[config.mk]
export PLATFORM = sky130hd
export DESIGN_NAME = lkid_fifo
export DESIGN_NICKNAME = d
export VERILOG_FILES = /design/src/hdl/line_keyword_id_extract_stack_top_defines.svh /design/src/hdl/lkid_pkg.sv /design/src/hdl/lkid_fifo.sv
export SDC_FILE = /design/constraint.sdc
export NUM_CORES = 1
export LEC_CHECK = 0
export BUFFER_PORTS_ARGS = -buffer_cell sky130_fd_sc_hd__buf_2
export CAP_MARGIN = 30
export CORE_AREA = 2 2 92 94
export CTS_BUF_LIST = sky130_fd_sc_hd__clkbuf_4 sky130_fd_sc_hd__clkbuf_8
export DETAILED_ROUTE_END_ITERATION = 10
export DIE_AREA = 0 0 94 96
export GPL_TIMING_DRIVEN = 0
export PLACE_DENSITY = 0.57
export SLEW_MARGIN = 30
export SYNTH_ARGS = -nofsm -noshare
export SYNTH_HDL_FRONTEND = slang
export SYNTH_SLANG_ARGS = --single-unit
[constraint.sdc]
create_clock -name clk -period 2.9 [get_ports clk]
set_clock_uncertainty 0.1 [all_clocks]
set_input_delay 0.29 -clock clk [delete_from_list [all_inputs] [get_ports clk]]
set_output_delay 0.29 -clock clk [all_outputs]
set_load 0.01 [all_outputs]
[src/hdl/line_keyword_id_extract_stack_top_defines.svh]
// ----------------------------------------------------------------------------
// Assertion macros for the id extract stack
// Shared concurrent-check shorthands, sampled on clk, off during reset.
// ----------------------------------------------------------------------------
`ifndef LINE_KEYWORD_ID_EXTRACT_STACK_TOP_DEFINES_SVH
`define LINE_KEYWORD_ID_EXTRACT_STACK_TOP_DEFINES_SVH

// same-cycle implication
`define LKID_ASSERT_NOW(label, ante, cons, msg) \
	label: assert property (@(posedge clk) disable iff (!arst_n) (ante) |-> (cons)) \
		else $error(msg);

// next-cycle implication
`define LKID_ASSERT_NEXT(label, ante, cons, msg) \
	label: assert property (@(posedge clk) disable iff (!arst_n) (ante) |=> (cons)) \
		else $error(msg);

`endif

[src/hdl/lkid_pkg.sv]
// ----------------------------------------------------------------------------
// lkid_pkg
// Types and constants shared by the id extract stack modules.
// ----------------------------------------------------------------------------
package lkid_pkg;

	localparam int STACK_DEPTH_DEF = 256;
	localparam int QUEUE_DEPTH     = 2;

	localparam logic [7:0]  BOM_LO   = 8'hFF;
	localparam logic [7:0]  BOM_HI   = 8'hFE;
	localparam logic [15:0] UNIT_P   = 16'h0070;
	localparam logic [15:0] UNIT_V   = 16'h0076;
	localparam logic [15:0] UNIT_US  = 16'h005F;
	localparam logic [15:0] UNIT_TAB = 16'h0009;
	localparam logic [15:0] UNIT_LF  = 16'h000A;
	localparam logic [15:0] UNIT_CR  = 16'h000D;
	localparam logic [15:0] UNIT_SP  = 16'h0020;
	localparam logic [15:0] UNIT_D0  = 16'h0030;
	localparam logic [15:0] UNIT_D9  = 16'h0039;
	localparam logic [31:0] EMPTY_ID = 32'hFFFF_FFFF;

	typedef struct packed {
		logic       cmd;
		logic [7:0] data_byte;
		logic       first_byte;
		logic       last_byte;
	} in_item_t;

	typedef struct packed {
		logic [31:0] popped_id;
		logic        was_empty;
		logic        push_dropped;
	} out_item_t;

	typedef enum logic {
		OP_PUSH = 1'b0,
		OP_POP  = 1'b1
	} op_kind_t;

	typedef struct packed {
		op_kind_t    kind;
		logic [31:0] id;
	} stack_op_t;

endpackage

[src/hdl/lkid_fifo.sv]
// ----------------------------------------------------------------------------
// lkid_fifo
// Short request queue between parser and stack.
// ----------------------------------------------------------------------------
module lkid_fifo import lkid_pkg::*; (
	input  logic      clk,
	input  logic      arst_n,
	input  logic      wr_valid,
	input  stack_op_t wr_op,
	output logic      full,
	output logic      rd_valid,
	output stack_op_t rd_op,
	input  logic      rd_take
);

	localparam int PTR_W = (QUEUE_DEPTH > 1) ? $clog2(QUEUE_DEPTH) : 1;
	localparam int CNT_W = $clog2(QUEUE_DEPTH + 1);

	stack_op_t          slot_q [QUEUE_DEPTH];
	logic [PTR_W-1:0]   wr_ptr_q, rd_ptr_q;
	logic [CNT_W-1:0]   cnt_q;
	logic               push, pop;

	assign full     = (cnt_q == CNT_W'(QUEUE_DEPTH));
	assign rd_valid = (cnt_q != '0);
	assign rd_op    = slot_q[rd_ptr_q];
	assign push     = wr_valid && !full;
	assign pop      = rd_take && rd_valid;

	always_ff @(posedge clk) begin
		if (push) begin
			slot_q[wr_ptr_q] <= wr_op;
		end
	end

	always_ff @(posedge clk or negedge arst_n) begin
		if (!arst_n) begin
			wr_ptr_q <= '0;
			rd_ptr_q <= '0;
			cnt_q    <= '0;
		end else begin
			if (push) begin
				wr_ptr_q <= (wr_ptr_q == PTR_W'(QUEUE_DEPTH - 1)) ? '0 : wr_ptr_q + 1'b1;
			end
			if (pop) begin
				rd_ptr_q <= (rd_ptr_q == PTR_W'(QUEUE_DEPTH - 1)) ? '0 : rd_ptr_q + 1'b1;
			end
			if (push && !pop) begin
				cnt_q <= cnt_q + 1'b1;
			end else if (pop && !push) begin
				cnt_q <= cnt_q - 1'b1;
			end
		end
	end

endmodule

* Word level (Yosys, flattened, before mapping)
Memories as Yosys holds them, arrays and structs flattened.
Index checks and enable logic that the tools add are counted.
** Operators by class
- Add/sub/neg operators :: 4
- Equal/unequal tests :: 1
- Multiplexer cells :: 6
- Reduce and logical (&&, ||, !) cells :: 9
** Operators by type and width (count)
- 1-bit logical AND :: 4
- 1-bit 2-to-1 mux :: 4
- 2-bit 2-to-1 mux :: 2
- 2-bit nonzero test :: 2
- 1-bit zero test :: 3
- 1-bit adder, second input constant :: 2
- 2-bit by 1-bit adder with 2-bit output, second input constant :: 1
- 2-bit equality test, second input constant :: 1
- 2-bit by 1-bit subtractor with 2-bit output, second input constant :: 1
** Word-level totals
- Register bits :: 4
- Memory bits (writable) :: 66
- Bits of input ports :: 37
- Output and inout port bits :: 35
- Word-level logic and storage cells :: 24
- Memories kept :: 1
** Memories
- slot_q :: words 2, bits a word 33, read ports 1, clocked after memory_dff 0, write ports 1, RTL line lkid_fifo.sv:19 : stack_op_t slot_q [QUEUE_DEPTH];

* Logic depth before layout (Yosys ltp)
Gate-level depths: netlist of the first run.
- Depth after elaboration :: 7
- Depth in mapped cells :: 7

* Worst setup path before layout of the first run
Ideal clock, no wire load.
- Kind :: register -> register
- Start :: reg cnt_q[0]
- End :: mem slot_q[0][0] (netlist bit) (enable)
- Setup time :: 0.423 ns
- Arrival time :: 2.019 ns
- Setup slack :: 0.358 ns
- Cell stages (with the launch flop) :: 4
- Clock period less this slack :: 2.542 ns
- Cells stage by stage :: dfrtp_1 -> nand2b_1 -> nand2_1 -> nor2_1
** On the way
- Longest elaborated chain between the ends :: 5
** RTL lines
- start: declaration :: RTL line lkid_fifo.sv:21 : logic [CNT_W-1:0] cnt_q;
- start signal: assignment :: RTL line lkid_fifo.sv:49 : cnt_q <= cnt_q + 1'b1;
- start signal: assignment :: RTL line lkid_fifo.sv:51 : cnt_q <= cnt_q - 1'b1;
- 2-bit equality test :: RTL line lkid_fifo.sv:24 : assign full = (cnt_q == CNT_W'(QUEUE_DEPTH));
- 1-bit zero test :: RTL line lkid_fifo.sv:27 : assign push = wr_valid && !full;
- 1-bit logical AND :: RTL line lkid_fifo.sv:27
- 1-bit 2-to-1 mux :: RTL line lkid_fifo.sv:31 : if (push) begin
- 1-bit 2-to-1 mux (implied by the code) :: RTL line lkid_fifo.sv:32 : slot_q[wr_ptr_q] <= wr_op;
- end: declaration :: RTL line lkid_fifo.sv:19
No other way between the ends.

==> impl_metrics.tcl, run 1 <==
set metrics [dict create \
    via_per_inst 4.24 \
    grt_max_degree 18 \
    totalWireLength_um 4230 \
    routedWlPerCell_um 13.3 \
    timing.hold.ws_ns 0.0428 \
    ys_warn_count 0 \
    final_common_cell "buf_2" \
    p_int_mw 2.47 \
    dpl_worst_slack_ns 1.05 \
    most-common-layout-cells "71 x buf_2, 66 x edfxtp_1, 29 x mux2_4" \
    cts_buffer_depth 2 \
    grt_usage_pct 9.85 \
    core-area_um2 8050 \
    end_kind "primary output" \
    synth_area_um2 2730 \
    final-max-slew-violation-count 0 \
    drv_cap 0 \
    setup_slack_ns 1.07 \
    final_antenna_net_count 0 \
    fin_crit_ns 1.83 \
    synth_top_area_share_pct 72.5 \
    post_cts_buffers 0 \
    diodes 0 \
    cp.arrival_ns 1.44 \
    die_area_um2 9020 \
    met3_usage_pct 3.29 \
    syn_nets 160 \
    cts_tree "yes" \
    ir_drop_mv 0.499 \
    p_total_mw 3.48 \
    startpoint_type "register" \
    crit_type "reg2out" \
    first_global_vias 1355 \
    clk_pin_slew_ns 0.08 \
    setup_viol 0 \
    synth_cell_types 16 \
    io-pin-count 72 \
    hold_viol 0 \
    synthTopCellsByArea "edfxtp_1 72%, mux2_4 16%, dfrtp_1 3.7%" \
    worstPathCellList "buf_6, buf_12, mux2_4, buf_2" \
    cts_resized 0 \
    synth.avg_cell_area_um2 22.4 \
    cts-htree-levels 3 \
    setup-tns-final_ns 0 \
    drc 0 \
    pwr-share-seq_pct 41.9 \
    combPwrFrac_pct 36.3 \
    cts.sinks 70 \
    drive_gt1_share_pct 60.8 \
    grt_pass1_wl_um 6510 \
    worst-endpoint-required_ns 2.51 \
    hpwl_um 2960 \
    worst_slew_pin_slew_ns 0.585 \
    met2_usage_pct 14.9 \
    die_h_um 96 \
    clock.fmax_mhz 545 \
    yosysSeqAreaShare_pct 76.2 \
    netlist_instances 122 \
    busiest_layer "met2" \
    use_met1_pct 12.5 \
    start_util_pct 34.0 \
    maxSlewHeadroom_pct 60.9 \
    place.gp.congestion 0.623 \
    root_buffer "clkbuf_8" \
    outcome "finished clean" \
    die_w_um 94 \
    clock_power_share_pct 21.8 \
    swShare_pct 28.9 \
    fin_crit_sh_pct 63.2 \
    insertion_delay_ns 0.33 \
    leakage_nw 1.41 \
    syn_to_final_growth_pct 27.7 \
    grt_antenna_before_repair 0 \
    vias 1345 \
    holdCritPathClass "in2reg" \
    rows 33 \
    rsz0062_at_grt "no" \
    first_pass_iters 4 \
    layout.nets 245 \
    hold_buffers 1 \
    drt-initial-drc-count 29 \
    portBuffers 71 \
    numCtsBuffers 9 \
    cpPeakStageDelay_ns 0.37 \
    synth-seq-cells 70 \
    worst_path_max_delay_cell "dfrtp_1" \
    yosysTopAreaCell "edfxtp_1" \
    crit_fanout 10 \
    power_density_nw_per_um2 995 \
    nFillCells 746 \
    grt_overflow 0 \
    p_sw_mw 1.00 \
]
## power by group through the flow
stage | logic [mW] | registers, mW | clock network (mW)
2_1_floorplan | 0.877 | 1.47 | 0
3_3_place_gp | 1.23 | 1.48 | 0
3_5_place_dp | 1.29 | 1.48 | 0
4_1_cts | 1.30 | 1.46 | 0.787
5_1_grt | 1.37 | 1.48 | 0.837
6_report | 1.26 | 1.46 | 0.757
## sequential cells by signal, summed over array words and instances, names as in the netlist
name      cells
rd_ptr_q      1
cnt_q         2
slot_q       66
wr_ptr_q      1
## synth_stat cells
library cell and count:
nand2_2 1, xnor2_1 3, dfrtp_1 4, and3_1 1
mux2_4 29, edfxtp_1 66, nor2_1 2, mux2_2 4
xor2_1 2, buf_6 1, nand2_1 1, ha_1 1
buf_12 3, nand2b_1 1, inv_1 2, or2_1 1
## final cells by class
| class | instances | area, um^2 | area share [%] |
|---|---|---|---|
| clock buffer | 9 | 124 | 3.55 |
| clock inverter | 7 | 73.8 | 2.11 |
| timing repair buffer | 74 | 420 | 12.0 |
| inverter | 2 | 7.51 | 0.215 |
| buffer | 4 | 71.3 | 2.04 |
| sequential | 70 | 2080 | 59.6 |
| tap | 105 | 131 | 3.76 |
| multi-input combinational | 46 | 582 | 16.7 |
## through the flow
| step | instance area [um^2] | utilization (%) | std cells |
|---|---|---|---|
| 5_1_grt | 3490 | 43.4 | 317 |
| 3_3_place_gp | 3220 | 40.0 | 298 |
| 2_1_floorplan | 2730 | - | 122 |
| 3_5_place_dp | 3280 | 40.8 | 300 |
| 4_1_cts | 3490 | 43.4 | 317 |
| 6_report | 3490 | 43.4 | 317 |
## routing by layer
layer	wire length (um)	vias up	share of wire [%]
li1	-	639	-
met1	1940	639	46
met2	1890	58	45
met3	321	9	7.6
met4	79	0	1.9
met5	0	-	0
## worst paths after layout
path	endpoint	from	cells past startpoint	slack, ns
worst max-delay path	rd_op[23]	rd_ptr_q	4	1.07
worst min-delay path	slot_q[0][20]	wr_op[20]	1	0.04
worst max register to register	slot_q[0][22]	cnt_q[0]	4	1.09
worst min register to register	cnt_q[1]	cnt_q[1]	1	0.41
max in group asynchronous	cnt_q[1]	arst_n	2	2.37
min in group asynchronous	wr_ptr_q	arst_n	2	0.20
## logic make-up (layout without fill, tap and decap cells)
kind of cell,Yosys count,after routing,synth area share (%)
flops,70,70,76.2
mux,33,33,17.6
simple gates,7,7,1.33
buf+inv,6,96,2.88
xor+xnor,5,5,1.60
fa+ha+maj,1,1,0.458
## worst max-delay path, delay by kind of cell (launching register included)
family	cells	cell delay [ns]
buffers and inverters	3	0.44
flip-flops	1	0.37
multiplexers	1	0.30
No activity file was read; power rests on OpenSTA's default activity.
==> run 2, diff against run 1 <==
ABC_AREA = 1   (was default)
CORE_AREA = 2 2 91 93   (was 2 2 92 94)
DIE_AREA = 0 0 93 95   (was 0 0 94 96)
clock period = 1.89 ns   (was 2.9 ns; I/O delays follow)
==> run 2 against run 1 <==
Net effect: design area increased by 6.4%; combinational power is 52% higher; total power up 48%; non-clock buffer count grew 36; via count grew 34%; sequential share of layout area fell by 3.6 points; critical path depth increased by 2; largest cell class unchanged.
==> impl_metrics.tcl, run 2 <==
set metrics [dict create \
    outcome "finished clean" \
    insertion_delay_ns 0.33 \
    grt_usage_pct 12.2 \
    grt_max_degree 34 \
    hold_viol 0 \
    die_area_um2 8840 \
    synth_most_common_cell "nand2_1" \
    synth_common_cells "107 x nand2_1, 66 x edfxtp_1, 6 x inv_1" \
    ir_drop_mv 0.626 \
    die_h_um 95 \
    reg2reg_depth 5 \
    largest_register_ffs 66 \
    drc 0 \
    rows 33 \
    worstPathCellList "buf_6, inv_4, buf_6, nand2_1, nand2_1, buf_2" \
    cp-startpoint "rd_ptr_q" \
    grt_pass1_wl_um 7810 \
    synth_edf_count 66 \
    yosysSeqAreaShare_pct 78.1 \
    numCtsBuffers 9 \
    syn_nets 242 \
    portBuffers 71 \
    setup_viol 0 \
    ys_warn_count 0 \
    via_per_inst 4.18 \
    worst_path_max_delay_cell "dfrtp_1" \
    synth_top_area_share_pct 74.3 \
    synth_cell_types 17 \
    synthTopCellsByArea "edfxtp_1 74%, nand2_1 15%, dfrtp_1 3.8%" \
    rsz0062_at_grt "no" \
    regMostFlops "slot_q" \
    clock.fmax_mhz 613 \
    die_w_um 93 \
    routedWlPerCell_um 11.7 \
    start_util_pct 33.6 \
    worst-endpoint-required_ns 1.60 \
    layout.nets 360 \
    drive_gt1_share_pct 31.8 \
    most-common-layout-cells "107 x nand2_1, 71 x buf_2, 66 x edfxtp_1" \
    first_global_vias 1669 \
    power_density_nw_per_um2 1380 \
    synth_top_flop_cell "edfxtp_1" \
    core-area_um2 7930 \
    cts_buffer_depth 2 \
    p_total_mw 5.13 \
    cts.sinks 70 \
    cp.arrival_ns 1.34 \
    netlist_instances 204 \
    drv_cap 0 \
    syn_to_final_growth_pct 39.4 \
    hpwl_um 3090 \
    yosysTopAreaCell "edfxtp_1" \
    crit_fanout 10 \
    largest_registers "slot_q: 66 flops, cnt_q: 2 flops" \
    root_buffer "clkbuf_8" \
    vias 1807 \
    drt-initial-drc-count 96 \
    io-pin-count 72 \
    leakage_nw 1.62 \
    place_area_um2 3190 \
    grt_antenna_before_repair 0 \
    maxSlewHeadroom_pct 70.3 \
    cts_tree "yes" \
    finish.instance_area_um2 3720 \
    end_kind "primary output" \
    synth.avg_cell_area_um2 13.1 \
    clk_pin_slew_ns 0.06 \
    synth-seq-cells 70 \
    worst_slew_pin_slew_ns 0.446 \
    crit_type "reg2out" \
    place.gp.congestion 0.674 \
    cts-htree-levels 3 \
    final_common_cell "nand2_1" \
    fin_crit_sh_pct 86.4 \
    startpoint_type "register" \
    diodes 0 \
    totalWireLength_um 5060 \
    r2r_slack_ns 0.30 \
    first_pass_iters 4 \
    worstHoldStart "rd_take" \
    cpPeakStageDelay_ns 0.37 \
    reg2reg_to "slot_q[0][26]" \
    critPathCapture "rd_op[21]" \
    async_reset_ff_share_pct 5.71 \
    grt_overflow 0 \
    synth_area_um2 2670 \
    r2r_start "cnt_q[1]" \
    final-max-slew-violation-count 0 \
    holdCritPathClass "in2reg" \
    final_antenna_net_count 0 \
    fin_crit_ns 1.63 \
]
-- run 2: cell count changes after synthesis, moves of 3 or more --
cell and delta:
buf_4 +3, nand2_1 +106, mux2_2 -4, mux2_4 -29, buf_6 +3, inv_1 +4
buf_12 -3
-- run 2: routing by layer --
layer	up-vias	GRT usage, %	part of all wire (%)
met5	-	0	0
met1	831	14.2	43
met2	51	20.4	50
met4	0	5.51	1.7
li1	915	-	-
met3	10	4.31	4.9
-- run 2: worst min-delay path by stage --
stage / depth (start not counted) / endpoint
final: 3 / rd_ptr_q
after global routing: 3 / rd_ptr_q
after detailed placement: 1 / cnt_q[0]
after global placement: 1 / cnt_q[0]
after floorplan: 0 / cnt_q[0]
after CTS: 3 / rd_ptr_q
-- run 2: cell families (layout without fill, tap and decap cells) --
family	count (synthesis)	after routing	share of synthesized area, %
and+or+nand+nor	116	116	17.2
DFF	70	70	78.1
buffers and inverters	15	138	3.75
adders and majority gates	1	1	0.469
AOI/OAI and AO/OA	1	1	0.188
xor gates and xnor gates	1	1	0.329
-- run 2: what timing repair did --
action,4_1_cts,5_1_grt
resized for setup,0,2
hold buffers,34,0
setup buffers,0,1
setup endpoints to repair,0,52
hold endpoints to repair,70,0
-- run 2: power by group --
part / leakage, nW / internal [mW] / switching [mW]
Sequential: 0.662 / 2.12 / 0.0933
Clock: 0.0874 / 0.494 / 0.505
Combinational: 0.871 / 0.752 / 1.17
Total: 1.62 / 3.36 / 1.77
-- run 2: metrics by stage --
stage | setup TNS (ns) | cells | setup slack [ns] | util [%] | hold WS, ns
after floorplan | 0 | 204 | 0.0522 | - | -0.207
after global placement | -17.50 | 380 | -0.395 | 39.9 | -0.0983
after detailed placement | 0 | 381 | 0.0591 | 40.2 | -0.0983
after CTS | 0 | 431 | 0.0475 | 46.6 | 0.00961
after global routing | 0 | 432 | 0.113 | 46.9 | 0.00306
final | 0 | 432 | 0.258 | 46.9 | 0.0309
-- run 2: cell type report --
class	count	area, um^2
Fill cell	726	4210
Sequential cell	70	2080
Timing Repair Buffer	107	743
Multi-Input combinational cell	119	492
Clock buffer	11	139
Tap cell	105	131
Buffer	7	67.6
Inverter	8	35.0
Clock inverter	5	26.3
-- run 2: worst max-delay path: cells and delay by family (launching register included) --
family        cells  cell delay, ns
flops             1            0.37
buf+inv           4            0.52
simple gates      2            0.12
==> run 3, diff against run 2 <==
CORE_AREA = 2 2 85 66   (was 2 2 91 93)
DIE_AREA = 0 0 87 68   (was 0 0 93 95)
PLACE_DENSITY = 0.81   (was 0.57)
REMOVE_ABC_BUFFERS = 1   (was default)
==> run 3 against run 2 <==
Net effect: maximum frequency down 8.5%; sequential power up 5%; non-clock buffer count down 7; routed wire length is 5.9% higher; die area shrank 33%; hold slack got worse by 0.0039 ns; total power increased by 3.8%; worst setup slack worse by 0.15 ns; register-to-register slack worse by 0.16 ns; largest cell class unchanged.
==> impl_metrics.tcl, run 3 (same netlist as run 2, synthesis figures left out) <==
set metrics [dict create \
    outcome "finished clean" \
    setup_slack_ns 0.106 \
    cpPeakStageDelay_ns 0.62 \
    leakage_nw 1.61 \
    end_kind "primary output" \
    regMostFlops "slot_q" \
    dp.cells 331 \
    crit_type "reg2out" \
    die_area_um2 5920 \
    rsz0062_at_grt "no" \
    first_pass_iters 4 \
    reg2reg_depth 4 \
    holdCritPathClass "in2reg" \
    largest_registers "slot_q: 66 flops, cnt_q: 2 flops" \
    cts_buffer_depth 2 \
    die_w_um 87 \
    worst_slew_pin_slew_ns 0.496 \
    core-area_um2 5150 \
    clock.fmax_mhz 561 \
    grt_antenna_before_repair 0 \
    first_global_vias 1840 \
    stdcell_count 382 \
    worst_path_max_delay_cell "dfrtp_4" \
    final_common_cell "nand2_1" \
    p_total_mw 5.33 \
    hold_viol 0 \
    portBuffers 71 \
    whs_path_depth 3 \
    most-common-layout-cells "107 x nand2_1, 71 x buf_2, 66 x edfxtp_1" \
    hpwl_um 2960 \
    startpoint_type "register" \
    start_util_pct 51.8 \
    dpl_worst_slack_ns 0.0909 \
    grt_overflow 0 \
    final_antenna_net_count 0 \
    timing.hold.ws_ns 0.0270 \
    routedWlPerCell_um 14.0 \
    cp.arrival_ns 1.50 \
    root_buffer "clkbuf_8" \
    syn_to_final_growth_pct 37.1 \
    maxSlewHeadroom_pct 66.8 \
    ir_drop_mv 0.802 \
    clk_pin_slew_ns 0.07 \
    insertion_delay_ns 0.34 \
    setup-tns-final_ns 0 \
    rows 23 \
    drt-initial-drc-count 94 \
    cts-htree-levels 3 \
    cp_common_cell "nand2_1" \
    drv_cap 0 \
    drc 0 \
    grt_max_degree 36 \
    grt_pass1_wl_um 8140 \
    worst-endpoint-required_ns 1.60 \
    fin_crit_sh_pct 94.4 \
    drive_gt1_share_pct 30.6 \
    die_h_um 68 \
    numCtsBuffers 9 \
    crit_fanout 34 \
    fin_crit_ns 1.78 \
    io-pin-count 72 \
    largest_register_ffs 66 \
    nFillCells 350 \
    worstPathCellList "clkinv_8, nand2_1, nand2_1, buf_2" \
    vias 1798 \
    place.gp.congestion 0.746 \
    layout.nets 353 \
    diodes 0 \
    cts_tree "yes" \
    setup_viol 0 \
    cts.sinks 70 \
    totalWireLength_um 5360 \
    via_per_inst 4.71 \
    grt_usage_pct 19.2 \
    final-max-slew-violation-count 0 \
    power_density_nw_per_um2 1460 \
]
==> run 3: cell count changes in the layout (fill, tap and decap cells not counted), sizes merged <==
cell / previous run / this run
bufinv: 0 / 2
clkbuf: 11 / 10
clkinvlp: 1 / 0
inv: 8 / 7
clkinv: 4 / 5
buf: 80 / 73
==> run 3: path summary, 6_finish.rpt <==
check,startpoint,endpoint,slack [ns]
max,rd_ptr_q,rd_op[24],0.11
min,rd_take,rd_ptr_q,0.03
max reg2reg,cnt_q[1],slot_q[1][3],0.14
min reg2reg,cnt_q[1],cnt_q[1],0.38
max in group asynchronous,arst_n,rd_ptr_q,1.44
min in group asynchronous,arst_n,cnt_q[0],0.11
==> run 3: cell type report <==
class,instances,area [um^2],area share [%]
Multi-Input combinational cell,119,492,13.4
Timing Repair Buffer,107,738,20.2
Clock buffer,10,131,3.59
Inverter,8,45.0,1.23
Sequential cell,70,2090,57.0
Tap cell,62,77.6,2.12
Clock inverter,6,86.3,2.36
==> run 3: timing repair <==
| item | 4_1_cts | 5_1_grt |
|---|---|---|
| gates resized for setup | 3 | 3 |
| hold buffers | 34 | 0 |
| gates cloned | 0 | 0 |
| setup endpoints to repair | 33 | 66 |
| buffers inserted | 0 | 1 |
| endpoints found under the hold margin | 70 | 0 |
==> run 3: power by group <==
part	switching (mW)	internal (mW)
clock	0.540	0.755
sequential	0.186	2.13
combinational	1.08	0.637
==> run 3: critical path: cells and delay by family (launching register included) <==
kind          cells  cell delay [ns]
buf+inv           2             0.36
flops             1             0.62
simple gates      2             0.17
==> run 3: per-stage QoR <==
stage | cell area [um^2] | utilization (%)
2_1_floorplan | 2600 | -
3_3_place_gp | 3030 | 58.9
3_5_place_dp | 3070 | 59.6
4_1_cts | 3630 | 70.5
5_1_grt | 3660 | 71.0
6_report | 3660 | 71.0
==> run 3: metal layers <==
metal  GRT usage (%)  vias up  share of wire [%]
met5               0        -                  0
met4            7.42        0                1.3
met3            8.32       10                6.0
met2            34.3       63                 52
met1            20.4      822                 40
li1                -      903                  -
