[src/hdl/line_keyword_id_extract_stack_top_defines.svh]
// ----------------------------------------------------------------------------
// Assertion macros for the id extract stack
// Shared concurrent-check shorthands, sampled on clk, off during reset.
// ----------------------------------------------------------------------------
`ifndef LINE_KEYWORD_ID_EXTRACT_STACK_TOP_DEFINES_SVH
`define LINE_KEYWORD_ID_EXTRACT_STACK_TOP_DEFINES_SVH

// same-cycle implication
`define LKID_ASSERT_NOW(label, ante, cons, msg) \
	label: assert property (@(posedge clk) disable iff (!arst_n) (ante) |-> (cons)) \
		else $error(msg);

// next-cycle implication
`define LKID_ASSERT_NEXT(label, ante, cons, msg) \
	label: assert property (@(posedge clk) disable iff (!arst_n) (ante) |=> (cons)) \
		else $error(msg);

`endif

[src/hdl/lkid_pkg.sv]
// ----------------------------------------------------------------------------
// lkid_pkg
// Types and constants shared by the id extract stack modules.
// ----------------------------------------------------------------------------
package lkid_pkg;

	localparam int STACK_DEPTH_DEF = 256;
	localparam int QUEUE_DEPTH     = 2;

	localparam logic [7:0]  BOM_LO   = 8'hFF;
	localparam logic [7:0]  BOM_HI   = 8'hFE;
	localparam logic [15:0] UNIT_P   = 16'h0070;
	localparam logic [15:0] UNIT_V   = 16'h0076;
	localparam logic [15:0] UNIT_US  = 16'h005F;
	localparam logic [15:0] UNIT_TAB = 16'h0009;
	localparam logic [15:0] UNIT_LF  = 16'h000A;
	localparam logic [15:0] UNIT_CR  = 16'h000D;
	localparam logic [15:0] UNIT_SP  = 16'h0020;
	localparam logic [15:0] UNIT_D0  = 16'h0030;
	localparam logic [15:0] UNIT_D9  = 16'h0039;
	localparam logic [31:0] EMPTY_ID = 32'hFFFF_FFFF;

	typedef struct packed {
		logic       cmd;
		logic [7:0] data_byte;
		logic       first_byte;
		logic       last_byte;
	} in_item_t;

	typedef struct packed {
		logic [31:0] popped_id;
		logic        was_empty;
		logic        push_dropped;
	} out_item_t;

	typedef enum logic {
		OP_PUSH = 1'b0,
		OP_POP  = 1'b1
	} op_kind_t;

	typedef struct packed {
		op_kind_t    kind;
		logic [31:0] id;
	} stack_op_t;

endpackage

[src/hdl/lkid_front.sv]
// ----------------------------------------------------------------------------
// lkid_front
// Byte parser: encoding detect, line keyword match, digit run accumulate.
// Emits one push or pop request per transaction at most.
// ----------------------------------------------------------------------------
module lkid_front import lkid_pkg::*; (
	input  logic      clk,
	input  logic      arst_n,
	input  logic      in_valid,
	input  in_item_t  in_data,
	input  logic      queue_full,
	output logic      in_stall,
	output logic      op_valid,
	output stack_op_t op
);

	typedef enum logic [1:0] {
		ENC_UNDECIDED,
		ENC_HELD_FF,
		ENC_BYTES,
		ENC_UTF16
	} enc_t;

	typedef enum logic [2:0] {
		PH_LINE_START,
		PH_SAW_P,
		PH_SAW_PV,
		PH_DIGITS,
		PH_SKIP_LINE
	} phase_t;

	enc_t        enc_q, enc_d;
	phase_t      phase_q, phase_d;
	logic [7:0]  hold_q, hold_d;
	logic        parity_q, parity_d;
	logic [31:0] acc_q, acc_d;
	logic [31:0] last_q, last_d;
	logic        push_go;
	logic        take;

	assign in_stall = queue_full;
	assign take     = in_valid && !queue_full;

	always_comb begin
		logic        begin_buf;
		enc_t        e_enc;
		phase_t      ph;
		logic        e_parity;
		logic [31:0] e_acc;
		logic [31:0] e_last;
		logic        unit_go;
		logic [15:0] unit;
		phase_t      rest;
		logic        run_end;
		logic [31:0] acc_x10;

		begin_buf = in_data.first_byte || (enc_q == ENC_UNDECIDED);
		e_enc     = begin_buf ? ENC_UNDECIDED : enc_q;
		ph        = begin_buf ? PH_LINE_START : phase_q;
		e_parity  = begin_buf ? 1'b0 : parity_q;
		e_acc     = begin_buf ? '0 : acc_q;
		e_last    = begin_buf ? '0 : last_q;
		unit_go   = 1'b0;
		unit      = {8'h00, in_data.data_byte};
		run_end   = 1'b0;
		push_go   = 1'b0;

		enc_d    = e_enc;
		hold_d   = hold_q;
		parity_d = e_parity;

		case (e_enc)
			ENC_UNDECIDED: begin
				if (in_data.data_byte == BOM_LO) begin
					enc_d = ENC_HELD_FF;
				end else begin
					enc_d   = ENC_BYTES;
					unit_go = 1'b1;
				end
			end
			ENC_HELD_FF: begin
				if (in_data.data_byte == BOM_HI) begin
					enc_d    = ENC_UTF16;
					parity_d = 1'b0;
				end else begin
					// held FF counts as a unit at line start: line is skipped
					enc_d   = ENC_BYTES;
					ph      = PH_SKIP_LINE;
					unit_go = 1'b1;
				end
			end
			ENC_BYTES: begin
				unit_go = 1'b1;
			end
			default: begin
				if (!e_parity) begin
					hold_d   = in_data.data_byte;
					parity_d = 1'b1;
				end else begin
					unit     = {in_data.data_byte, hold_q};
					parity_d = 1'b0;
					unit_go  = 1'b1;
				end
			end
		endcase

		phase_d = ph;
		acc_d   = e_acc;
		last_d  = e_last;
		rest    = (unit == UNIT_LF || unit == UNIT_CR) ? PH_LINE_START : PH_SKIP_LINE;
		acc_x10 = {e_acc[28:0], 3'b000} + {e_acc[30:0], 1'b0};

		if (unit_go) begin
			case (ph)
				PH_LINE_START: begin
					if (unit == UNIT_TAB || unit == UNIT_LF || unit == UNIT_CR ||
					    unit == UNIT_SP) begin
						phase_d = PH_LINE_START;
					end else if (unit == UNIT_P) begin
						phase_d = PH_SAW_P;
					end else begin
						phase_d = PH_SKIP_LINE;
					end
				end
				PH_SAW_P: begin
					phase_d = (unit == UNIT_V) ? PH_SAW_PV : rest;
				end
				PH_SAW_PV: begin
					if (unit == UNIT_US) begin
						phase_d = PH_DIGITS;
						acc_d   = '0;
					end else begin
						phase_d = rest;
					end
				end
				PH_DIGITS: begin
					if (unit >= UNIT_D0 && unit <= UNIT_D9) begin
						acc_d = acc_x10 + {28'd0, unit[3:0]};
					end else begin
						run_end = 1'b1;
						phase_d = rest;
					end
				end
				default: begin
					phase_d = rest;
				end
			endcase
		end

		if (in_data.last_byte) begin
			if (phase_d == PH_DIGITS) begin
				run_end = 1'b1;
			end
			enc_d = ENC_UNDECIDED;
		end

		// end of run: push a nonzero id unless it repeats the last one
		if (run_end) begin
			push_go = (acc_d != '0) && (acc_d != e_last);
			if (push_go) begin
				last_d = acc_d;
			end
		end

		op.kind = in_data.cmd ? OP_POP : OP_PUSH;
		op.id   = acc_d;

		if (run_end) begin
			acc_d = '0;
		end
	end

	assign op_valid = take && (in_data.cmd || push_go);

	always_ff @(posedge clk or negedge arst_n) begin
		if (!arst_n) begin
			enc_q    <= ENC_UNDECIDED;
			phase_q  <= PH_LINE_START;
			hold_q   <= '0;
			parity_q <= 1'b0;
			acc_q    <= '0;
			last_q   <= '0;
		end else if (take && !in_data.cmd) begin
			enc_q    <= enc_d;
			phase_q  <= phase_d;
			hold_q   <= hold_d;
			parity_q <= parity_d;
			acc_q    <= acc_d;
			last_q   <= last_d;
		end
	end

endmodule

[config.mk]
export PLATFORM = sky130hd
export DESIGN_NAME = lkid_front
export DESIGN_NICKNAME = d
export VERILOG_FILES = /design/src/hdl/line_keyword_id_extract_stack_top_defines.svh /design/src/hdl/lkid_pkg.sv /design/src/hdl/lkid_front.sv
export SDC_FILE = /design/constraint.sdc
export NUM_CORES = 1
export LEC_CHECK = 0
export ABC_CLOCK_PERIOD_IN_PS = 22700
export BUFFER_PORTS_ARGS = -buffer_cell sky130_fd_sc_hd__buf_2
export CORE_MARGIN = 4
export CORE_UTILIZATION = 60
export CTS_BUF_LIST = sky130_fd_sc_hd__clkbuf_16
export DETAILED_ROUTE_END_ITERATION = 10
export GPL_TIMING_DRIVEN = 0
export PLACE_DENSITY = 0.9
export SLEW_MARGIN = 30
export SYNTH_ARGS = -nofsm -noshare
export SYNTH_HDL_FRONTEND = slang
export SYNTH_SLANG_ARGS = --single-unit
[constraint.sdc]
create_clock -name clk -period 22.7 [get_ports clk]
set_clock_uncertainty 0.05 [all_clocks]
set_input_delay 6.81 -clock clk [delete_from_list [all_inputs] [get_ports clk]]
set_output_delay 6.81 -clock clk [all_outputs]
set_load 0.02 [all_outputs]
Word level (Yosys, flattened, before mapping)
Index checks and enable logic that the tools add are counted.
{"block": "totals", "ff_bits": 78, "input_bits": 15, "elab_cells": 90, "out_inout_bits": 35}
{"block": "classes", "n_addsub": 2, "bitwise_logic": 2, "reduce_logical": 20, "mux": 42, "n_eq_ne": 16, "magnitude_cmp": 2}
{"op": "32-bit two-way mux", "count": 8}
{"op": "32-bit one-hot mux with 2 select lines", "count": 1}
{"op": "16-bit by 4-bit == test with 1-bit output (second input constant)", "count": 3}
{"op": "16-bit by 7-bit == test with 1-bit output (second input constant)", "count": 3}
{"op": "32-bit adder", "count": 1}
{"op": "32-bit by 4-bit adder with 32-bit output", "count": 1}
{"op": "16-bit two-way mux", "count": 2}
{"op": "32-bit != test", "count": 1}
{"op": "32-bit nonzero test", "count": 1}
{"op": "3-bit two-way mux", "count": 10}
{"op": "16-bit by 6-bit == test with 1-bit output (second input constant)", "count": 1}
{"op": "8-bit == test (second input constant)", "count": 2}
{"op": "16-bit by 6-bit greater-or-equal comparator with 1-bit output (second input constant)", "count": 1}
{"op": "16-bit by 6-bit less-or-equal comparator with 1-bit output (second input constant)", "count": 1}
{"op": "1-bit two-way mux", "count": 14}
{"op": "3-bit one-hot mux with 4 select lines", "count": 1}
{"op": "3-bit by 2-bit == test with 1-bit output (second input constant)", "count": 3}
{"op": "1-bit logical OR", "count": 6}
{"op": "2-bit two-way mux", "count": 3}
{"op": "1-bit logical AND", "count": 5}
{"op": "2-bit logical NOT", "count": 2}
{"op": "2-bit one-hot mux with 2 select lines", "count": 1}
{"op": "3-bit by 1-bit == test with 1-bit output (second input constant)", "count": 1}
{"op": "3-bit logical NOT", "count": 1}
{"op": "9 further kinds", "count": 11}

Depth between registers and ports, before layout
Gate-level depths: netlist (run 1).
{"block": "depth", "depth_word": 19, "depth_mapped": 28}

Worst setup path after synthesis (run 1)
No wires, ideal clock.
{"block": "synth_path", "path_type": "input to output", "start": "input in_data[1] (netlist bit)", "end": "output op_valid", "stages": 25, "arrival_time_ps": 12343, "n_path_buf": 5, "setup_slack_ps": 3497, "path_cell_list": "buf_2 -> o21ba_2 -> clkbuf_1 -> clkbuf_1 -> clkbuf_1 -> clkbuf_1 -> and2_1 -> ha_1 -> inv_1 -> xnor2_1 -> inv_1 -> ha_1 -> a211oi_1 -> o21ai_0 -> nand3_1 -> a211o_1 -> and2_1 -> nor4_1 -> a31oi_1 -> o21ai_1 -> xor2_1 -> o31ai_4 -> a31oi_2 -> nor2_1 -> nor3b_1"}
{"element": "start: declaration", "line_no": "lkid_front.sv:10", "text": "input in_item_t in_data,"}
{"element": "end: declaration", "line_no": "lkid_front.sv:13", "text": "output logic op_valid,"}

Worst setup path after layout (run 1)
{"block": "layout_path", "start": "input in_data[1] (netlist bit)", "end": "output op_valid"}
{"block": "layout_via", "elab_chain_len": 18}
{"element": "1-bit logical OR (*)", "line_no": "lkid_front.sv:57", "text": "begin_buf = in_data.first_byte || (enc_q == ENC_UNDECIDED);"}
{"element": "branches (longest 14 deep; another with 32-bit adder)"}
{"element": "1-bit two-way mux (*)", "line_no": "lkid_front.sv:158", "text": "if (run_end) begin"}
{"element": "1-bit logical OR (*)", "line_no": "lkid_front.sv:173", "text": "assign op_valid = take && (in_data.cmd || push_go);"}
{"element": "1-bit logical AND (*)", "line_no": "lkid_front.sv:173"}
Mark *: on every way between the ends.

==> results of run 1 <==
==> stage by stage <==
| step | utilization, % | std cells |
|---|---|---|
| after floorplan | - | 941 |
| after global placement | 66.2 | 1157 |
| after detailed placement | 66.4 | 1158 |
| after CTS | 69.1 | 1174 |
| after global routing | 69.1 | 1174 |
| final | 69.1 | 1174 |
==> cell usage after synthesis, types with 11 or more instances <==
cell type    n
nand2_1    126
dfrtp_1     78
ha_1        59
a21oi_1     55
o21ai_0     54
inv_1       47
nor2_1      46
a22o_1      33
and2_1      31
o31ai_1     28
clkbuf_1    23
nand3_1     23
nor3_1      19
xor2_1      16
a21o_1      13
mux2i_1     13
nand4_1     13
xnor2_1     13
a22oi_1     12
a211oi_1    11
or3_1       11
==> kinds of logic (layout without fill, tap and decap cells) <==
logic type / after synthesis / in the layout
buf+inv: 94 / 159
simple gates: 343 / 343
fa+ha+maj: 60 / 60
flops: 78 / 78
xor+xnor: 29 / 29
mux: 23 / 23
compound gates: 314 / 314
==> state kept, by name (all words and copies together), names as in the netlist <==
| name | flops |
|---|---|
| acc_q | 32 |
| parity_q | 1 |
| phase_q | 3 |
| last_q | 32 |
| enc_q | 2 |
| hold_q | 8 |
==> routing by layer <==
layer	GRT usage [%]	up-vias	share of wire, %	wire [µm]
met5	2.57	-	0	0
met4	17.2	0	5.9	1520
met3	10.9	160	14	3670
met2	52.7	644	42	10900
met1	47.6	3800	38	9970
li1	-	3658	-	-
==> how the worst max path moves through the flow <==
| stage | startpoint | endpoint | slack, ns |
|---|---|---|---|
| final | in_data[1] | op_valid | 1.34 |
| after CTS | in_data[1] | op_valid | 1.74 |
| after global routing | in_data[1] | op_valid | 0.97 |
| after floorplan | in_data[1] | op_valid | 3.50 |
| after global placement | in_data[1] | op_valid | 1.86 |
| after detailed placement | in_data[1] | op_valid | 1.81 |
==> critical path: stages <==
cell and delay, ns:
buf_2 0.11, buf_2 0.17, o21ba_2 0.27, clkbuf_1 0.41, clkbuf_1 0.48, clkbuf_1 0.52, clkbuf_1 0.65, clkbuf_1 0.36
and2_1 0.21, ha_1 0.15, ha_1 0.22, clkbuf_1 0.18, a211oi_1 0.34, o31ai_1 0.15, a221oi_1 0.67, a31oi_1 0.31
xnor2_1 0.29, a22oi_1 0.15, a221oi_1 0.69, o211ai_1 0.19, a2111o_1 0.44, nor3_1 0.18, a31oi_2 0.20, nor2_1 0.13
nor3b_1 0.05, buf_2 0.15
==> cell type report <==
| class | count | area [µm²] | area share (%) |
|---|---|---|---|
| repair buffers | 49 | 263 | 3.11 |
| flip-flops and latches | 78 | 1950 | 23.1 |
| plain buffers | 45 | 241 | 2.86 |
| inverters | 49 | 184 | 2.18 |
| clock inverters | 7 | 98.8 | 1.17 |
| well taps | 168 | 210 | 2.49 |
| clock buffers | 9 | 225 | 2.67 |
| multi-input cells | 769 | 5260 | 62.4 |
==> power breakdown <==
part           internal (W)  switching [W]
sequential         0.000140     0.00000183
clock             0.0000969      0.0000634
combinational    0.00000803      0.0000216
total              0.000245      0.0000869
==> impl_metrics.yaml, run 1 <==
outcome:
  status: "complete, no violations"
hold_path:
  min_path_type: "reg -> reg"
  hp-start: "acc_q[15]"
  holdPathEnd: "acc_q[15]"
  worstHoldPathCells: 2
floorplanning:
  die_width_um: 121
  num_io_pins: 50
  start_util_pct: 62.6
  die-area_mm2: 0.0146
  rows: 40
  die_h_um: 121
  core_mm2: 0.0122
finish:
  num-fill-cells: 1027
  syn2layout_area_growth_pct: 10.4
  diodes: 0
  final_cell_mix: "126 x nand2_1, 78 x dfrtp_1, 59 x ha_1, 55 x a21oi_1"
  drive_gt1_share_pct: 11.8
  final_nets: 1076
  mostFrequentLayoutCell: "nand2_1"
  fin_area_mm2: 0.00844
synthesis:
  yosys_warnings: 0
  synth_top_area_cell: "dfrtp_1"
  synth-edff-count: 0
  synth_flop_cell: "dfrtp_1"
  muxShareOfSynthArea_pct: 3.18
  synthTopCellsByArea: "dfrtp_1 26%, ha_1 9.7%, nand2_1 6.2%, a22o_1 3.8%, a21oi_1 3.6%"
  synth_xor_area_share_pct: 3.33
  yosys.area_share.adder_pct: 9.93
  async_flop_share_pct: 100
  synthCells: 941
  syn_area_per_cell_um2: 8.12
  synth-compound-area-share_pct: 29.5
  syn_nets: 1016
  ys_types: 81
  synth_top_family_by_area: "compound AO/OA/AOI/OAI gates"
  synth_seq_area_share_pct: 25.6
  synth_simple_gate_area_share_pct: 22.9
  ys_ff_latch: 78
  synth_top_area_share_pct: 25.6
  syn-cell-area_mm2: 0.00764
global_route:
  grt_pass1_wl_um: 41400
  gr-total-overflow: 0
  antenna_found_initial: 0
  grt_max_degree: 44
  grt.total_usage_pct: 35.8
  first_global_vias: 7853
clock_tree:
  cts_root_buffer: "clkbuf_16"
  clk_pin_slew_ns: 0.07
  cts_tree: "yes"
  clk_path_buf_depth: 2
  numCtsBuffers: 9
  clkLatencyLatePin_ns: 0.35
  cts.sinks: 78
  htreeDepth: 3
  post-cts-setup-buffers: 0
  cts_repair_resize_count: 0
  hold_buffers: 0
route:
  route.detailed.drc: 0
  antenna_left: 0
  viasPerCell: 7.04
  vias: 8262
  drt_first_pass_iters: 9
  finalWirelength_um: 26000
  wl_per_cell_um: 22.2
  first_iter_violations: 1207
sta:
  relSlewSlack_pct: 36.3
  fmax_mhz: 46.8
  worstMarginPinSlew_ns: 0.955
  final.setup.tns_ns: 0
  hold_ws_ns: 0.440
  finalCriticalPeriod_ns: 21.36
  setup_slack_ns: 1.34
  hold_violations: 0
  grt_setup_unrepaired: "no"
  drv_slew: 0
  fin_crit_sh_pct: 94.1
  finalSetupViolCount: 0
setup_path:
  reg2reg_to: "last_q[20]"
  r2r_setup_slack_ns: 14.19
  critical_path_required_ns: 15.84
  r2r_start: "enc_q[1]"
  path_class: "in -> out"
  start_kind: "primary input"
  end_kind: "output pin"
  cp_max_fo: 10
  rr_worst_depth: 26
  cp.arrival_ns: 14.50
power_and_ir_drop:
  leakage_nw: 4.09
  powerDensity_mw_per_mm2: 39.3
  ir_worst_vdd_mv: 0.0358
  power_w: 0.000332
placement:
  dp_hpwl_um: 19700
  gp_congestion: 1.06
  io_buffer_count: 48
  placed_area_mm2: 0.00811
  post-place-ws_ns: 1.81
run:
  drv_cap: 0
Note: power is estimated with default switching activity, not from simulation.
==> run 2, diff against run 1 <==
Settings changed: PLACE_DENSITY 0.9 to not set, PLACE_DENSITY_LB_ADDON set to 0.08.
==> run 2 against run 1 <==
Total power decreased by 3.0%. Maximum frequency about the same. Via count is 2.7% lower. Wire length rose by 0.23%. Worst hold slack got worse by 0.020 ns. Critical path depth did not move. Global-route usage about the same. Utilization is 0.10 points lower. Count of clock-buffer cells in the layout unchanged. Cell count stayed put. Largest cell class unchanged. Largest power group unchanged.
==> impl_metrics.yaml, run 2 (same netlist as run 1, synthesis figures left out) <==
clock_tree:
  clk_pin_slew_ns: 0.07
  clkLatencyLatePin_ns: 0.34
  cts_tree: "yes"
  clk_path_buf_depth: 2
  post-cts-setup-buffers: 0
  cts_root_buffer: "clkbuf_16"
  cts.sinks: 78
  numCtsBuffers: 9
  hold_buffers: 0
  htreeDepth: 3
  cts_repair_resize_count: 0
finish:
  syn2layout_area_growth_pct: 10.3
  reg.largest.list: "acc_q x32, last_q x32, hold_q x8"
  stdcell_count: 1174
  mostFrequentLayoutCell: "nand2_1"
  final_nets: 1076
  final_cell_mix: "126 x nand2_1, 78 x dfrtp_1, 59 x ha_1, 55 x a21oi_1"
  num-fill-cells: 1072
  fin_area_mm2: 0.00842
  diodes: 0
  drive_gt1_share_pct: 11.8
  multiInputGateArea_mm2: 0.00526
  seq_area_mm2: 0.00195
route:
  viasPerCell: 6.85
  route.detailed.drc: 0
  vias: 8037
  drt_first_pass_iters: 5
  wl_per_cell_um: 22.2
  first_iter_violations: 1120
  antenna_left: 0
  finalWirelength_um: 26100
hold_path:
  worstHoldPathCells: 2
  holdPathEnd: "acc_q[9]"
  hp-start: "acc_q[9]"
  min_path_type: "reg -> reg"
placement:
  gp_congestion: 1.02
  post-place-ws_ns: 1.58
  io_buffer_count: 48
  dp_cells: 1158
  placed_area_mm2: 0.00812
  dp_hpwl_um: 20000
sta:
  setup_slack_ns: 1.35
  drv_slew: 0
  finalSetupViolCount: 0
  grt_setup_unrepaired: "no"
  fin_crit_sh_pct: 94.0
  final.setup.tns_ns: 0
  finalCriticalPeriod_ns: 21.35
  hold_violations: 0
  worstMarginPinSlew_ns: 0.869
  relSlewSlack_pct: 41.9
  fmax_mhz: 46.8
setup_path:
  r2r_setup_slack_ns: 14.21
  max_stage_delay_ns: 0.65
  cp.arrival_ns: 14.49
  end_kind: "output pin"
  reg2reg_to: "last_q[3]"
  r2r_start: "enc_q[1]"
  path_class: "in -> out"
  crit_slowest_cell: "a2111oi_0"
  worst_path_most_repeated_cell: "clkbuf_1"
  rr_worst_depth: 25
  cp_max_fo: 10
  start_kind: "primary input"
  critical_path_required_ns: 15.84
floorplanning:
  num_io_pins: 50
  rows: 40
  die_h_um: 121
  die-area_mm2: 0.0146
  die_width_um: 121
  core_mm2: 0.0122
  start_util_pct: 62.6
power_and_ir_drop:
  ir_worst_vdd_mv: 0.0309
  leakage_nw: 4.08
  power_w: 0.000322
  powerDensity_mw_per_mm2: 38.2
outcome:
  status: "complete, no violations"
global_route:
  first_global_vias: 7392
  antenna_found_initial: 0
  grt_pass1_wl_um: 40800
  grt.total_usage_pct: 35.8
  gr-total-overflow: 0
  grt_max_degree: 47
run:
  drv_cap: 0
## run 2: changes by cell type in the layout (fill, tap and decap cells not counted), sizes merged
cell / previous run / this run
clkinvlp: 2 / 3
bufinv: 2 / 1
clkinv: 1 / 0
inv: 51 / 52
## run 2: per-stage QoR
step | hold slack, ns | utilization (%)
detailed placement | 0.408 | 66.5
finish | 0.420 | 69.0
CTS | 0.423 | 69.0
global placement | 0.401 | 66.2
floorplan | 0.390 | -
global route | 0.442 | 69.0
## run 2: critical path: cells and delay by family
kind                     cells  cell delay (ns)
AO/OA/AOI/OAI                8             2.80
XOR/XNOR                     2             0.31
adder cells (fa/ha/maj)      2             0.72
buffers and inverters        9             2.66
AND/OR/NAND/NOR              5             1.19
## run 2: cell type report
type | instances | area share (%)
clock inverters | 7 | 0.876
inverters | 49 | 2.18
repair buffers | 49 | 3.25
clock buffers | 9 | 2.67
multi-input cells | 769 | 62.5
plain buffers | 45 | 2.87
flip-flops and latches | 78 | 23.2
well taps | 168 | 2.50
## run 2: where the power goes
| part | switching (W) | total, W | internal, W |
|---|---|---|---|
| clock network | 0.0000645 | 0.000150 | 0.0000857 |
| registers | 0.00000176 | 0.000142 | 0.000140 |
| logic | 0.0000217 | 0.0000299 | 0.00000822 |
| total | 0.0000879 | 0.000322 | 0.000234 |
## run 2: metal layers
metal | part of all wire, % | track usage, % | up-vias
met5 | 0 | 0 | -
met4 | 4.0 | 13.3 | 0
met2 | 42 | 52.1 | 539
met1 | 42 | 50.6 | 3748
li1 | - | - | 3657
met3 | 12 | 9.73 | 93
## run 2: worst max path at each step
stage | cells after the start | to | start | slack (ns)
6_report | 26 | op_valid | in_data[1] | 1.35
5_1_grt | 26 | op_valid | in_data[1] | 1.01
4_1_cts | 26 | op_valid | in_data[1] | 1.53
3_5_place_dp | 26 | op_valid | in_data[1] | 1.58
3_3_place_gp | 26 | op_valid | in_data[1] | 1.52
2_1_floorplan | 25 | op_valid | in_data[1] | 3.50
==> run 3, diff against run 2 <==
Settings changed: CELL_PAD_IN_SITES_DETAIL_PLACEMENT set to 1, CELL_PAD_IN_SITES_GLOBAL_PLACEMENT set to 2, CORE_UTILIZATION 60 to 41.
==> run 3 against run 2 <==
Utilization is 22 points lower. Sequential share of layout area decreased by 0.27 points. Setup slack lost 0.45 ns. Die area rose by 43%. Largest power group unchanged. Critical endpoint unchanged. Count of clock-buffer cells in the layout did not move.
==> impl_metrics.yaml, run 3 (same netlist as run 1, synthesis figures left out) <==
finish:
  reg.largest.list: "acc_q x32, last_q x32, hold_q x8"
  final_cell_mix: "126 x nand2_1, 78 x dfrtp_1, 59 x ha_1, 55 x a21oi_1"
  drive_gt1_share_pct: 11.8
  syn2layout_area_growth_pct: 11.5
  diodes: 0
  mostFrequentLayoutCell: "nand2_1"
  num-fill-cells: 2265
  fin_area_mm2: 0.00852
  final_nets: 1076
clock_tree:
  clk_pin_slew_ns: 0.07
  clkLatencyLatePin_ns: 0.35
  numCtsBuffers: 9
  htreeDepth: 3
  cts_root_buffer: "clkbuf_16"
  post-cts-setup-buffers: 0
  hold_buffers: 0
  clk_path_buf_depth: 2
  cts_tree: "yes"
  cts.sinks: 78
  cts_repair_resize_count: 0
sta:
  finalSetupViolCount: 0
  hold_violations: 0
  grt_setup_unrepaired: "no"
  finalCriticalPeriod_ns: 21.80
  fin_crit_sh_pct: 96.0
  final.setup.tns_ns: 0
  relSlewSlack_pct: 37.3
  worstMarginPinSlew_ns: 0.934
  fmax_mhz: 45.9
  drv_slew: 0
power_and_ir_drop:
  leakage_nw: 4.10
  ir_worst_vdd_mv: 0.0353
  powerDensity_mw_per_mm2: 39.4
floorplanning:
  die_h_um: 144
  rows: 49
  start_util_pct: 42.1
  num_io_pins: 50
  die_width_um: 144
  die-area_mm2: 0.0209
  core_mm2: 0.0181
hold_path:
  min_path_type: "reg -> reg"
setup_path:
  path_class: "in -> out"
  worst_path_most_repeated_cell: "clkbuf_1"
  cp.arrival_ns: 14.94
  crit_slowest_cell: "a2111oi_0"
  cp_max_fo: 10
  start_kind: "primary input"
  critical_path_required_ns: 15.84
  max_stage_delay_ns: 0.70
  end_kind: "output pin"
placement:
  io_buffer_count: 48
  gp_congestion: 0.968
  placed_area_mm2: 0.00820
  dp_hpwl_um: 24400
global_route:
  antenna_found_initial: 0
  grt_max_degree: 45
  grtUsageMet2_pct: 46.7
  grt_pass1_wl_um: 46700
  met3_usage_pct: 4.60
  first_global_vias: 7865
  met1_usage_pct: 42.0
  grt.total_usage_pct: 29.5
  gr-total-overflow: 0
  grt.busiest_layer: "met2"
route:
  wl_per_cell_um: 24.9
  viasPerCell: 6.33
  vias: 7816
  finalWirelength_um: 30700
  route.detailed.drc: 0
  first_iter_violations: 613
  drt_first_pass_iters: 4
  antenna_left: 0
outcome:
  status: "complete, no violations"
run:
  drv_cap: 0
[run 3: path summary, 6_finish.rpt]
path | from | endpoint | slack [ns] | cells after the start
setup reg to reg | enc_q[1] | last_q[17] | 13.76 | 26
max in group asynchronous | arst_n | last_q[1] | 15.72 | 2
setup / recovery | in_data[1] | op_valid | 0.90 | 26
hold reg to reg | acc_q[7] | acc_q[7] | 0.42 | 2
min in group asynchronous | arst_n | acc_q[25] | 6.30 | 1
hold / removal | acc_q[7] | acc_q[7] | 0.42 | 2
[run 3: metrics by stage]
step | cells | setup slack (ns) | hold WS, ns | total power, W | util, %
2_1_floorplan | 941 | 3.50 | 0.390 | 0.000159 | -
5_1_grt | 1234 | 0.408 | 0.467 | 0.000344 | 47.0
3_3_place_gp | 1218 | 1.08 | 0.403 | 0.000174 | 45.0
4_1_cts | 1234 | 0.968 | 0.427 | 0.000337 | 47.0
6_report | 1234 | 0.903 | 0.422 | 0.000335 | 47.0
3_5_place_dp | 1219 | 1.03 | 0.411 | 0.000175 | 45.2
[run 3: per-layer routing]
metal,share of wire (%),vias up
met3,6.6,43
li1,-,3653
met2,45,259
met4,2.0,0
met1,46,3861
met5,0,-
[run 3: cell type report]
cell class	count	area [µm²]	area share, %
Sequential cell	78	1950	22.9
Clock buffer	9	225	2.64
Timing Repair Buffer	49	274	3.22
Buffer	45	241	2.83
Inverter	49	184	2.16
Multi-Input combinational cell	769	5260	61.8
Tap cell	229	287	3.36
Clock inverter	6	95.1	1.12
[run 3: power by group]
group | internal [W] | leakage [nW] | switching (W)
logic | 0.00000827 | 2.86 | 0.0000230
registers | 0.000140 | 1.08 | 0.00000171
clock network | 0.0000970 | 0.156 | 0.0000655
total | 0.000245 | 4.10 | 0.0000902
[run 3: worst max-delay path: cells and delay by family]
kind / cells / cell delay (ns)
AO/OA/AOI/OAI: 8 / 3.01
XOR/XNOR: 2 / 0.32
adder cells (fa/ha/maj): 2 / 0.71
buffers and inverters: 9 / 2.86
AND/OR/NAND/NOR: 5 / 1.18
